--- src/rtl/upd_pkg.sv ---
`timescale 1ns / 1ps

package upd_pkg;

   localparam int unsigned QUEUE_DEPTH = 2;
   localparam int unsigned MAX_RESULTS = 3;

   localparam logic [7:0] CHAR_PCT = 8'h25;
   localparam logic [7:0] CHAR_0   = 8'h30;
   localparam logic [7:0] CHAR_9   = 8'h39;
   localparam logic [7:0] CHAR_A   = 8'h41;
   localparam logic [7:0] CHAR_F   = 8'h46;

   typedef struct packed {
      logic [7:0] in_byte;
      logic       in_last;
   } req_type;

   typedef struct packed {
      logic [7:0] out_byte;
      logic       was_escape;
      logic       out_last;
   } rsp_type;

   // one queue entry holds every beat that a single input byte produces
   typedef struct packed {
      logic [1:0]                   count;
      logic [MAX_RESULTS-1:0][7:0]  bytes;
      logic                         esc;
      logic                         last;
   } entry_type;

   function automatic logic is_hex(input logic [7:0] c);
      is_hex = ((c >= CHAR_0) && (c <= CHAR_9)) || ((c >= CHAR_A) && (c <= CHAR_F));
   endfunction

   // 'A'..'F' have low nibble 1..6, so adding 9 gives 10..15
   function automatic logic [3:0] hex_val(input logic [7:0] c);
      if (c <= CHAR_9) begin
         hex_val = c[3:0];
      end else begin
         hex_val = 4'(c[3:0] + 4'd9);
      end
   endfunction

endpackage

--- src/rtl/upd_front.sv ---
`timescale 1ns / 1ps

module upd_front (
   input  logic               clock,
   input  logic               reset,
   input  logic               req_valid,
   output logic               req_stall,
   input  upd_pkg::req_type   req_payload,
   input  logic               queue_full,
   output logic               push,
   output upd_pkg::entry_type push_entry
);
   import upd_pkg::*;

   localparam logic [1:0] PHASE_IDLE  = 2'd0;
   localparam logic [1:0] PHASE_PCT   = 2'd1;
   localparam logic [1:0] PHASE_DIGIT = 2'd2;

   logic [1:0] phase_ff, phase_in;
   logic [7:0] held_ff, held_in;
   logic       accept;
   logic       b_hex;
   logic       b_opens;
   entry_type  entry;

   assign req_stall = queue_full;
   assign accept    = req_valid && !queue_full;
   assign b_hex     = is_hex(req_payload.in_byte);
   // a '%' on the last byte of a string cannot open an escape
   assign b_opens   = (req_payload.in_byte == CHAR_PCT) && !req_payload.in_last;

   always_comb begin
      entry      = '0;
      entry.last = req_payload.in_last;
      phase_in   = phase_ff;
      held_in    = held_ff;
      unique case (phase_ff)
         PHASE_PCT: begin
            if (b_hex && !req_payload.in_last) begin
               phase_in = PHASE_DIGIT;
               held_in  = req_payload.in_byte;
            end else begin
               entry.bytes[2'd0] = CHAR_PCT;
               if (b_opens) begin
                  phase_in    = PHASE_PCT;
                  entry.count = 2'd1;
               end else begin
                  phase_in          = PHASE_IDLE;
                  entry.bytes[2'd1] = req_payload.in_byte;
                  entry.count       = 2'd2;
               end
            end
         end
         PHASE_DIGIT: begin
            if (b_hex) begin
               phase_in          = PHASE_IDLE;
               entry.bytes[2'd0] = {hex_val(held_ff), hex_val(req_payload.in_byte)};
               entry.esc         = 1'b1;
               entry.count       = 2'd1;
            end else begin
               entry.bytes[2'd0] = CHAR_PCT;
               entry.bytes[2'd1] = held_ff;
               if (b_opens) begin
                  phase_in    = PHASE_PCT;
                  entry.count = 2'd2;
               end else begin
                  phase_in          = PHASE_IDLE;
                  entry.bytes[2'd2] = req_payload.in_byte;
                  entry.count       = 2'd3;
               end
            end
         end
         default: begin
            if (b_opens) begin
               phase_in = PHASE_PCT;
            end else begin
               phase_in          = PHASE_IDLE;
               entry.bytes[2'd0] = req_payload.in_byte;
               entry.count       = 2'd1;
            end
         end
      endcase
   end

   assign push       = accept && (entry.count != 2'd0);
   assign push_entry = entry;

   always_ff @(posedge clock) begin
      if (reset) begin
         phase_ff <= PHASE_IDLE;
         held_ff  <= '0;
      end else if (accept) begin
         phase_ff <= phase_in;
         held_ff  <= held_in;
      end
   end

`ifndef SYNTHESIS
   assert property (@(posedge clock) disable iff (reset)
      phase_ff == PHASE_DIGIT |-> is_hex(held_ff))
      else $error("digit held without a valid hex character");

   assert property (@(posedge clock) disable iff (reset)
      accept && (phase_ff == PHASE_DIGIT) && b_hex |-> push && push_entry.esc)
      else $error("completed escape not queued as a decoded beat");
`endif

endmodule

--- src/rtl/upd_queue.sv ---
`timescale 1ns / 1ps

module upd_queue #(
   parameter int unsigned DEPTH = upd_pkg::QUEUE_DEPTH
) (
   input  logic               clock,
   input  logic               reset,
   input  logic               push,
   input  upd_pkg::entry_type push_entry,
   input  logic               pop,
   output logic               head_valid,
   output upd_pkg::entry_type head_entry,
   output logic               full
);
   import upd_pkg::*;

   localparam int unsigned IDX_W = (DEPTH > 1) ? $clog2(DEPTH) : 1;
   localparam int unsigned CNT_W = $clog2(DEPTH + 1);

   entry_type        slot_ff [DEPTH];
   logic [IDX_W-1:0] wr_ptr_ff, wr_ptr_in;
   logic [IDX_W-1:0] rd_ptr_ff, rd_ptr_in;
   logic [CNT_W-1:0] count_ff, count_in;

   assign head_valid = (count_ff != '0);
   assign head_entry = slot_ff[rd_ptr_ff];
   assign full       = (count_ff == CNT_W'(DEPTH));

   always_comb begin
      wr_ptr_in = wr_ptr_ff;
      rd_ptr_in = rd_ptr_ff;
      count_in  = count_ff;
      if (push) begin
         wr_ptr_in = (wr_ptr_ff == IDX_W'(DEPTH - 1)) ? '0 : IDX_W'(wr_ptr_ff + 1'b1);
      end
      if (pop) begin
         rd_ptr_in = (rd_ptr_ff == IDX_W'(DEPTH - 1)) ? '0 : IDX_W'(rd_ptr_ff + 1'b1);
      end
      if (push && !pop) begin
         count_in = CNT_W'(count_ff + 1'b1);
      end else if (pop && !push) begin
         count_in = CNT_W'(count_ff - 1'b1);
      end
   end

   always_ff @(posedge clock) begin
      if (push) begin
         slot_ff[wr_ptr_ff] <= push_entry;
      end
   end

   always_ff @(posedge clock) begin
      if (reset) begin
         wr_ptr_ff <= '0;
         rd_ptr_ff <= '0;
         count_ff  <= '0;
      end else begin
         wr_ptr_ff <= wr_ptr_in;
         rd_ptr_ff <= rd_ptr_in;
         count_ff  <= count_in;
      end
   end

`ifndef SYNTHESIS
   assert property (@(posedge clock) disable iff (reset)
      count_ff <= CNT_W'(DEPTH))
      else $error("queue occupancy beyond depth");

   assert property (@(posedge clock) disable iff (reset)
      push && !pop |=> count_ff == CNT_W'($past(count_ff) + 1'b1))
      else $error("queue occupancy did not follow a push");
`endif

endmodule

--- src/rtl/upd_back.sv ---
`timescale 1ns / 1ps

module upd_back (
   input  logic               clock,
   input  logic               reset,
   input  logic               head_valid,
   input  upd_pkg::entry_type head_entry,
   output logic               pop,
   output logic               rsp_valid,
   input  logic               rsp_stall,
   output upd_pkg::rsp_type   rsp_payload
);
   import upd_pkg::*;

   logic       rsp_valid_ff;
   rsp_type    rsp_payload_ff, rsp_payload_in;
   logic [1:0] beat_ff, beat_in;
   logic       load;
   logic       take;
   logic       final_beat;

   assign load       = !rsp_valid_ff || !rsp_stall;
   assign take       = head_valid && load;
   assign final_beat = (beat_ff == 2'(head_entry.count - 2'd1));
   assign pop        = take && final_beat;

   always_comb begin
      rsp_payload_in.out_byte   = head_entry.bytes[beat_ff];
      rsp_payload_in.was_escape = head_entry.esc;
      rsp_payload_in.out_last   = head_entry.last && final_beat;
      beat_in = beat_ff;
      if (take) begin
         beat_in = final_beat ? 2'd0 : 2'(beat_ff + 2'd1);
      end
   end

   always_ff @(posedge clock) begin
      if (reset) begin
         rsp_valid_ff <= 1'b0;
         beat_ff      <= 2'd0;
      end else begin
         beat_ff <= beat_in;
         if (load) begin
            rsp_valid_ff <= head_valid;
         end
      end
   end

   always_ff @(posedge clock) begin
      if (take) begin
         rsp_payload_ff <= rsp_payload_in;
      end
   end

   assign rsp_valid   = rsp_valid_ff;
   assign rsp_payload = rsp_payload_ff;

`ifndef SYNTHESIS
   assert property (@(posedge clock) disable iff (reset)
      head_valid |-> (head_entry.count != 2'd0) && (beat_ff < head_entry.count))
      else $error("beat index outside the head entry");

   assert property (@(posedge clock) disable iff (reset)
      !head_valid |-> beat_ff == 2'd0)
      else $error("beat index left over with an empty queue");
`endif

endmodule

--- src/rtl/url_percent_decoder.sv ---
`timescale 1ns / 1ps
// path: the first beat of an input byte passes through the entry queue and the rsp output register
// throughput: one byte per cycle while each byte yields at most one beat and rsp is not stalled; a byte
//   that closes a broken escape yields one to three beats, which leave the single output port
//   one after another, the entry queue absorbing the difference
// reset: synchronous, active high; clears the escape phase, empties the queue, drops rsp_valid
module url_percent_decoder #(
   parameter int unsigned QUEUE_DEPTH = upd_pkg::QUEUE_DEPTH
) (
   input  logic             clock,
   input  logic             reset,
   input  logic             req_valid,
   output logic             req_stall,
   input  upd_pkg::req_type req_payload,
   output logic             rsp_valid,
   input  logic             rsp_stall,
   output upd_pkg::rsp_type rsp_payload
);
   import upd_pkg::*;

   logic      push;
   entry_type push_entry;
   logic      pop;
   logic      head_valid;
   entry_type head_entry;
   logic      queue_full;

   upd_front u_front (
      .clock       (clock),
      .reset       (reset),
      .req_valid   (req_valid),
      .req_stall   (req_stall),
      .req_payload (req_payload),
      .queue_full  (queue_full),
      .push        (push),
      .push_entry  (push_entry)
   );

   upd_queue #(
      .DEPTH (QUEUE_DEPTH)
   ) u_queue (
      .clock      (clock),
      .reset      (reset),
      .push       (push),
      .push_entry (push_entry),
      .pop        (pop),
      .head_valid (head_valid),
      .head_entry (head_entry),
      .full       (queue_full)
   );

   upd_back u_back (
      .clock       (clock),
      .reset       (reset),
      .head_valid  (head_valid),
      .head_entry  (head_entry),
      .pop         (pop),
      .rsp_valid   (rsp_valid),
      .rsp_stall   (rsp_stall),
      .rsp_payload (rsp_payload)
   );

endmodule

--- config.mk ---
export PLATFORM = sky130hd
export DESIGN_NAME = url_percent_decoder
export DESIGN_NICKNAME = d
export VERILOG_FILES = /design/src/rtl/upd_pkg.sv /design/src/rtl/upd_front.sv /design/src/rtl/upd_queue.sv /design/src/rtl/upd_back.sv /design/src/rtl/url_percent_decoder.sv
export SDC_FILE = /design/constraint.sdc
export NUM_CORES = 1
export LEC_CHECK = 0
export BUFFER_PORTS_ARGS = -buffer_cell sky130_fd_sc_hd__clkbuf_2
export CORE_MARGIN = 4
export CORE_UTILIZATION = 25
export DETAILED_ROUTE_END_ITERATION = 12
export PLACE_DENSITY = 0.39
export SYNTH_ARGS = -nofsm -noshare
export SYNTH_HDL_FRONTEND = slang
export SYNTH_SLANG_ARGS = --single-unit
--- constraint.sdc ---
create_clock -name clock -period 5 [get_ports clock]
set_input_delay 1 -clock clock [delete_from_list [all_inputs] [get_ports clock]]
set_output_delay 1 -clock clock [all_outputs]
set_load 0.02 [all_outputs]
==> summary.txt, run 1 <==
Status
  – Status: finished, final reports clean

Clocking
  – CTS tree: done
  – Worst skew pair latency: 340 ps
  – H-tree depth: 3
  – Postcts setup bufs: 0
  – CTS Buf Count: 9
  – Post-CTS Resized: 0
  – # hold bufs at CTS: 0
  – Clock sink count: 84
  – CTS max path bufs: 2
  – Clk pin slew, worst setup/hold paths: 60 ps
  – CTS Root Cell: clkbuf_16

STA
  – Clock Skew: 7.59 ps
  – Slew HR: 27.4%
  – Tightest Pin Transition: 1090 ps
  – Setup TNS: 0 ps
  – Final-report max-slew violation count: 0
  – Fin crit period: 4000 ps
  – Period utilisation layout: 80.0%
  – Endpoints failing setup: 0
  – Max Fclk: 0.250 GHz
  – Endpoints failing hold: 0
  – RSZ-0062 raised after global routing: no
  – Post-route setup slack: 1000 ps

Worst setup path
  – Slowest CP cell: a211oi_2
  – Startpoint Class: primary input
  – WS Path Type: in -> reg
  – Worst-path maximum fanout: 15
  – Crit path DAT: 4270 ps
  – CP Capture Type: flop
  – CP top delay family: compound AO/OA/AOI/OAI gates
  – Crit path required time: 5270 ps
  – Buf+Inv Stages, Crit Path: 2
  – Crit path cell chain: clkbuf_2, inv_1, ha_1, o21bai_1, a211oi_1, a211oi_2, nand2_1, a21oi_1, ha_1, or3_1, a21oi_1
  – Crit path largest cell delay: 910 ps

Power and ir drop
  – Leakage: 1.65 nW
  – Power Dens Cells: 438 mW/mm2
  – Overall Power: 0.00203 W
  – Worst VDD drop: 0.000111 V

Global routing
  – Vias in the first global route: 2490
  – GRT Total Usage: 10.4%
  – Overflow after GRT: 0
  – Global-route wire length before repair: 14100 um
  – Initial antenna violation count: 0
  – Largest net degree at the start of global routing: 29

Cells and area
  – Nets@finish: 353
  – Ant diodes: 0
  – Area Overhead vs Synth: 15.7%
  – Share of cells above drive strength 1: 23.3%
  – Fillers: 1636

Die
  – Site Rows: 46
  – Initial Utilization: 25.4%
  – Die width: 135 um
  – Ports: 25
  – Die ar.: 0.0181 mm2
  – Core area: 0.0158 mm2
  – Die height: 135 um

Logic synthesis
  – Mapped Cells: 305
  – Post-synth cell types: 62
  – Post-synthesis sequential area ratio: 58.4%
  – Syn Area/Cell: 13.2 um2
  – Yosys reg bits: 84
  – Post-synth EDFFs: 66
  – Ys flop type: edfxtp_1
  – Synthesized net count: 328
  – Syn. warnings: 0
  – Syn Std Cell Area: 0.00401 mm2
  – FFs w/ async S/R, synth: 0%

Detailed routing
  – Drc violations: 0
  – Wire per inst: 16.0 um
  – Total Wirelength: 8840 um
  – Drt via density: 4.52
  – Via count: 2492
  – DRT antenna net count: 0
  – Drt first pass iters: 4
  – Iteration-0 DRC count of the detailed router: 123

Placed design
  – RD Place Congestion: 0.799
  – PortBufs: 24
  – HPWL Detailed: 6250 um
  – Place WS: 660 ps

Min path
  – Hold WC Path Type: reg -> reg

Flow run
  – Max_cap viols: 0
## per-stage QoR
step | hold WS, ps | util [%] | area [um2] | cells
after detailed placement | 475 | 27.6 | 4360 | 535
final | 480 | 29.3 | 4640 | 551
after global placement | 464 | 27.6 | 4360 | 535
after floorplan | 474 | - | 4010 | 305
after CTS | 488 | 29.3 | 4640 | 551
after global routing | 527 | 29.3 | 4640 | 551
## where the power goes
group | internal (W) | switching, W
Combinational | 0.000182 | 0.000275
Clock | 0.000339 | 0.000282
Sequential | 0.000907 | 0.0000483
## area by class of cell
cell class                      instances  area, um2  area share, %
Clock buffer                            9        225           4.85
Timing Repair Buffer                   29        158           3.40
Sequential cell                        84       2340           50.5
Inverter                               23       86.3           1.86
Multi-Input combinational cell        183       1510           32.5
Tap cell                              216        270           5.82
Clock inverter                          7       52.6           1.13
## layer usage
layer	part of all wire, %	routed length [um]	global-route usage (%)	up-vias
li1	-	-	-	1202
met1	48	4280	14.1	1231
met2	45	4020	15.5	45
met3	3.6	319	2.57	14
met4	2.5	217	4.86	0
met5	0	0	0	-
## registers in the layout, indices dropped and copies added (netlist names), named ones only
| name | cells |
|---|---|
| u_front.phase_ff | 2 |
| u_front.held_ff | 8 |
| u_back.rsp_valid | 1 |
| u_back.beat_ff | 2 |
| u_queue.slot_ff | 56 |
| u_back.rsp_payload | 10 |
| u_queue.rd_ptr_ff | 1 |
| u_queue.wr_ptr_ff | 1 |
| u_queue.count_ff | 2 |
## cell usage after synthesis (all sizes together) (4+ instances only)
library cell	n	area share, %
a211oi	6	1.2
a21oi	14	1.8
a22oi	6	1.1
a32oi	4	0.87
and2	4	0.65
buf	6	0.97
clkbuf	9	1.6
dfxtp	18	9.0
edfxtp	66	49
ha	10	3.1
inv	23	2.2
mux2	4	1.1
mux2i	19	4.7
mux4	8	4.5
nand2	13	1.2
nand3	5	0.62
nor2	24	2.2
nor3	5	0.75
nor4	4	1.2
o21ai	4	0.59
o22ai	9	1.4
o31ai	4	0.75
xor2	4	0.87
## worst register-to-register path, stage by stage (launching register included)
cell	delay [ps]
dfxtp_1	350
inv_1	50
ha_1	800
inv_1	320
nand2_1	140
mux2i_1	180
nor2_1	440
a21oi_1	150
ha_1	340
or3_1	370
a21oi_1	140
## cells in the final DEF, fill, tap and decap left out, types with 3 or more instances in the layout
cell type	instances
xor2_1	4
a32oi_1	4
a22oi_1	6
nand2_1	13
nand3_1	5
mux2_2	4
and2_1	3
ha_1	10
o21ai_0	3
o31ai_1	4
clkbuf_16	9
edfxtp_1	66
dfxtp_1	18
mux2i_1	19
clkinv_4	3
mux4_2	8
buf_4	5
nor3_1	4
nor2_1	24
a211oi_1	3
inv_1	23
clkbuf_2	24
a21oi_1	13
o22ai_1	9
## path summary, 6_finish.rpt
| kind | cells past startpoint | slack, ps | endpoint | from |
|---|---|---|---|---|
| worst max-delay path | 11 | 1000 | u_queue.count_ff[1] | req_payload[2] |
| worst min-delay path | 2 | 480 | u_back.rsp_valid | u_back.rsp_valid |
| worst max register to register | 10 | 1630 | u_queue.count_ff[1] | u_front.phase_ff[0] |
| worst min register to register | 2 | 480 | u_back.rsp_valid | u_back.rsp_valid |
## kinds of logic after synthesis
logic type	synth area share, %
flip-flops	58.4
AND/OR/NAND/NOR	10.7
AO/OA/AOI/OAI	11.4
buffers and inverters	4.71
multiplexers	10.4
adder cells (fa/ha/maj)	3.12
XOR/XNOR	1.31
(Power assumes the default switching activity.)
==> inputs of run 2 (changes only) <==
--- a/config.mk
+++ b/config.mk
@@ -9,7 +9,7 @@
 export CORE_MARGIN = 4
 export CORE_UTILIZATION = 25
 export DETAILED_ROUTE_END_ITERATION = 12
-export PLACE_DENSITY = 0.39
+export PLACE_DENSITY = 0.38
 export SYNTH_ARGS = -nofsm -noshare
 export SYNTH_HDL_FRONTEND = slang
 export SYNTH_SLANG_ARGS = --single-unit
==> constraint.sdc (replaced) <==
create_clock -name clock -period 3.86 [get_ports clock]
set_input_delay 0.772 -clock clock [delete_from_list [all_inputs] [get_ports clock]]
set_output_delay 0.772 -clock clock [all_outputs]
set_load 0.02 [all_outputs]
==> run 2 against run 1 <==
Core utilization grew 0.57 points. Cell area grew 1.9%. Global-route usage grew 0.17 points. Clock skew shrank 1.7 ps. Hold slack lost 3.3 ps. Register-to-register slack lost 610 ps. Die area is the same. Critical endpoint unchanged.
==> summary.txt, run 2 (synthesized netlist as in run 1, its figures left out) <==
Die
  – Ports: 25 (unchanged)
  – Core area: 0.0158 mm2 (unchanged)
  – Die width: 135 um (unchanged)
  – Initial Utilization: 25.4% (unchanged)
  – Die height: 135 um (unchanged)
  – Die ar.: 0.0181 mm2 (unchanged)
  – Site Rows: 46 (unchanged)

Cells and area
  – Design Area, Final: 0.00473 mm2 (+1.9%)
  – Ant diodes: 0 (unchanged)
  – Nets@finish: 358 (+1.4%)
  – Largest register by flop count: u_queue.slot_ff
  – Commonest non-fill, non-tap cells in the layout: edfxtp_1, nor2_1, clkbuf_2
  – Share of cells above drive strength 1: 23.6% (+0.32 points)
  – Commonest non-fill, non-tap cell in the layout: edfxtp_1
  – Fillers: 1619 (-1.0%)
  – Area Overhead vs Synth: 17.9%
  – Max FFs per register: 56 (unchanged)

STA
  – Endpoints failing hold: 0 (unchanged)
  – Endpoints failing setup: 0 (unchanged)
  – Setup TNS: 0 ps (unchanged)
  – Period utilisation layout: 83.6%
  – Max Fclk: 0.310 GHz
  – Clock Skew: 5.84 ps (-1.75 ps)
  – Fin crit period: 3230 ps
  – Final-report max-slew violation count: 0 (unchanged)
  – RSZ-0062 raised after global routing: no
  – Slew HR: 51.1% (+24 points)
  – Tightest Pin Transition: 726 ps (-361 ps)

Global routing
  – Overflow after GRT: 0 (unchanged)
  – GRT Total Usage: 10.5% (+0.17 points)
  – Global-route wire length before repair: 14400 um (+1.6%)
  – Largest net degree at the start of global routing: 29 (unchanged)
  – Vias in the first global route: 2495 (+0.20%)
  – Initial antenna violation count: 0 (unchanged)

Clocking
  – CTS Root Cell: clkbuf_16
  – Postcts setup bufs: 0 (unchanged)
  – # hold bufs at CTS: 0 (unchanged)
  – H-tree depth: 3 (unchanged)
  – Post-CTS Resized: 0 (unchanged)
  – Clk pin slew, worst setup/hold paths: 60 ps (about the same)
  – CTS tree: done
  – CTS max path bufs: 2 (unchanged)
  – CTS Buf Count: 9 (unchanged)
  – Worst skew pair latency: 330 ps (about the same)
  – Clock sink count: 84 (unchanged)

Worst setup path
  – Buf+Inv Stages, Crit Path: 2 (unchanged)
  – Slowest CP cell: a2111oi_1
  – CP top delay family: compound AO/OA/AOI/OAI gates
  – Crit path required time: 4120 ps (-1150 ps)
  – Startpoint Class: primary input
  – Crit path DAT: 3490 ps (-780 ps)
  – CP Capture Type: flop
  – Worst-path maximum fanout: 7 (-8)
  – WS Path Type: in -> reg
  – Crit path cell chain: clkbuf_2, inv_1, ha_1, o21bai_1, a21oi_2, a2111oi_1, nor2_1, a21oi_1, ha_1, or3_1, a21oi_1
  – Crit path largest cell delay: 540 ps (-370 ps)

Detailed routing
  – Via count: 2457 (-1.4%)
  – Drt first pass iters: 4 (unchanged)
  – Total Wirelength: 8860 um (+0.18%)
  – Iteration-0 DRC count of the detailed router: 100 (-19%)
  – Wire per inst: 16.0 um (-0.54%)
  – Drt via density: 4.43 (-2.1%)
  – Drc violations: 0 (unchanged)
  – DRT antenna net count: 0 (unchanged)

Flow run
  – Max_cap viols: 0 (unchanged)

Power and ir drop
  – Leakage: 1.69 nW (+2.6%)
  – Worst VDD drop: 0.000164 V (+47%)
  – Power Dens Cells: 577 mW/mm2 (+32%)

Placed design
  – RD Place Congestion: 0.759 (-5.1%)
  – HPWL Detailed: 6270 um (+0.32%)
  – Placed inst area: 0.00443 mm2 (+1.4%)
  – PortBufs: 24 (unchanged)

Min path
  – Hold WC Path Type: reg -> reg

Status
  – Status: finished, final reports clean
-- run 2: where the power goes --
group          internal (W)  switching (W)  leakage (nW)  total (W)
clock network      0.000557       0.000335         0.146   0.000893
logic              0.000245       0.000352         0.776   0.000598
registers           0.00118      0.0000650         0.771    0.00124
-- run 2: final timing paths --
kind	to	cells past startpoint	from	slack, ps
worst min-delay path	u_back.rsp_valid	2	u_back.rsp_valid	480
worst max register to register	u_queue.count_ff[1]	9	u_front.phase_ff[0]	1020
worst max-delay path	u_queue.count_ff[1]	11	req_payload[2]	630
worst min register to register	u_back.rsp_valid	2	u_back.rsp_valid	480
-- run 2: metal layers --
layer	GRT usage (%)	up-vias	share of wire [%]
li1	-	1212	-
met1	14.5	1178	48
met2	15.8	56	46
met3	2.01	11	4.0
met4	5.37	0	1.9
met5	0	-	0
-- run 2: final cells by class --
| cell class | instances | area, um2 | area share (%) |
|---|---|---|---|
| Multi-Input combinational cell | 183 | 1510 | 31.8 |
| Sequential cell | 84 | 2340 | 49.5 |
| Inverter | 23 | 86.3 | 1.82 |
| Tap cell | 216 | 270 | 5.71 |
| Clock buffer | 9 | 225 | 4.76 |
| Clock inverter | 6 | 80.1 | 1.69 |
| Timing Repair Buffer | 34 | 220 | 4.65 |
-- run 2: tightest hold or removal path: cells and delay by family, from the launching register on --
kind / cells / cell delay, ps
flops: 1 / 310
simple gates: 1 / 70
compound gates: 1 / 50
-- run 2: per-stage QoR --
| stage | hold WS [ps] | instances | utilization, % | setup WS [ps] | power [W] |
|---|---|---|---|---|---|
| 2_1_floorplan | 474 | 305 | - | -765 | 0.00168 |
| 3_3_place_gp | 465 | 540 | 28.0 | 340 | 0.00188 |
| 3_5_place_dp | 471 | 540 | 28.0 | 285 | 0.00188 |
| 4_1_cts | 481 | 555 | 29.9 | 637 | 0.00280 |
| 5_1_grt | 534 | 555 | 29.9 | 408 | 0.00290 |
| 6_report | 477 | 555 | 29.9 | 633 | 0.00273 |
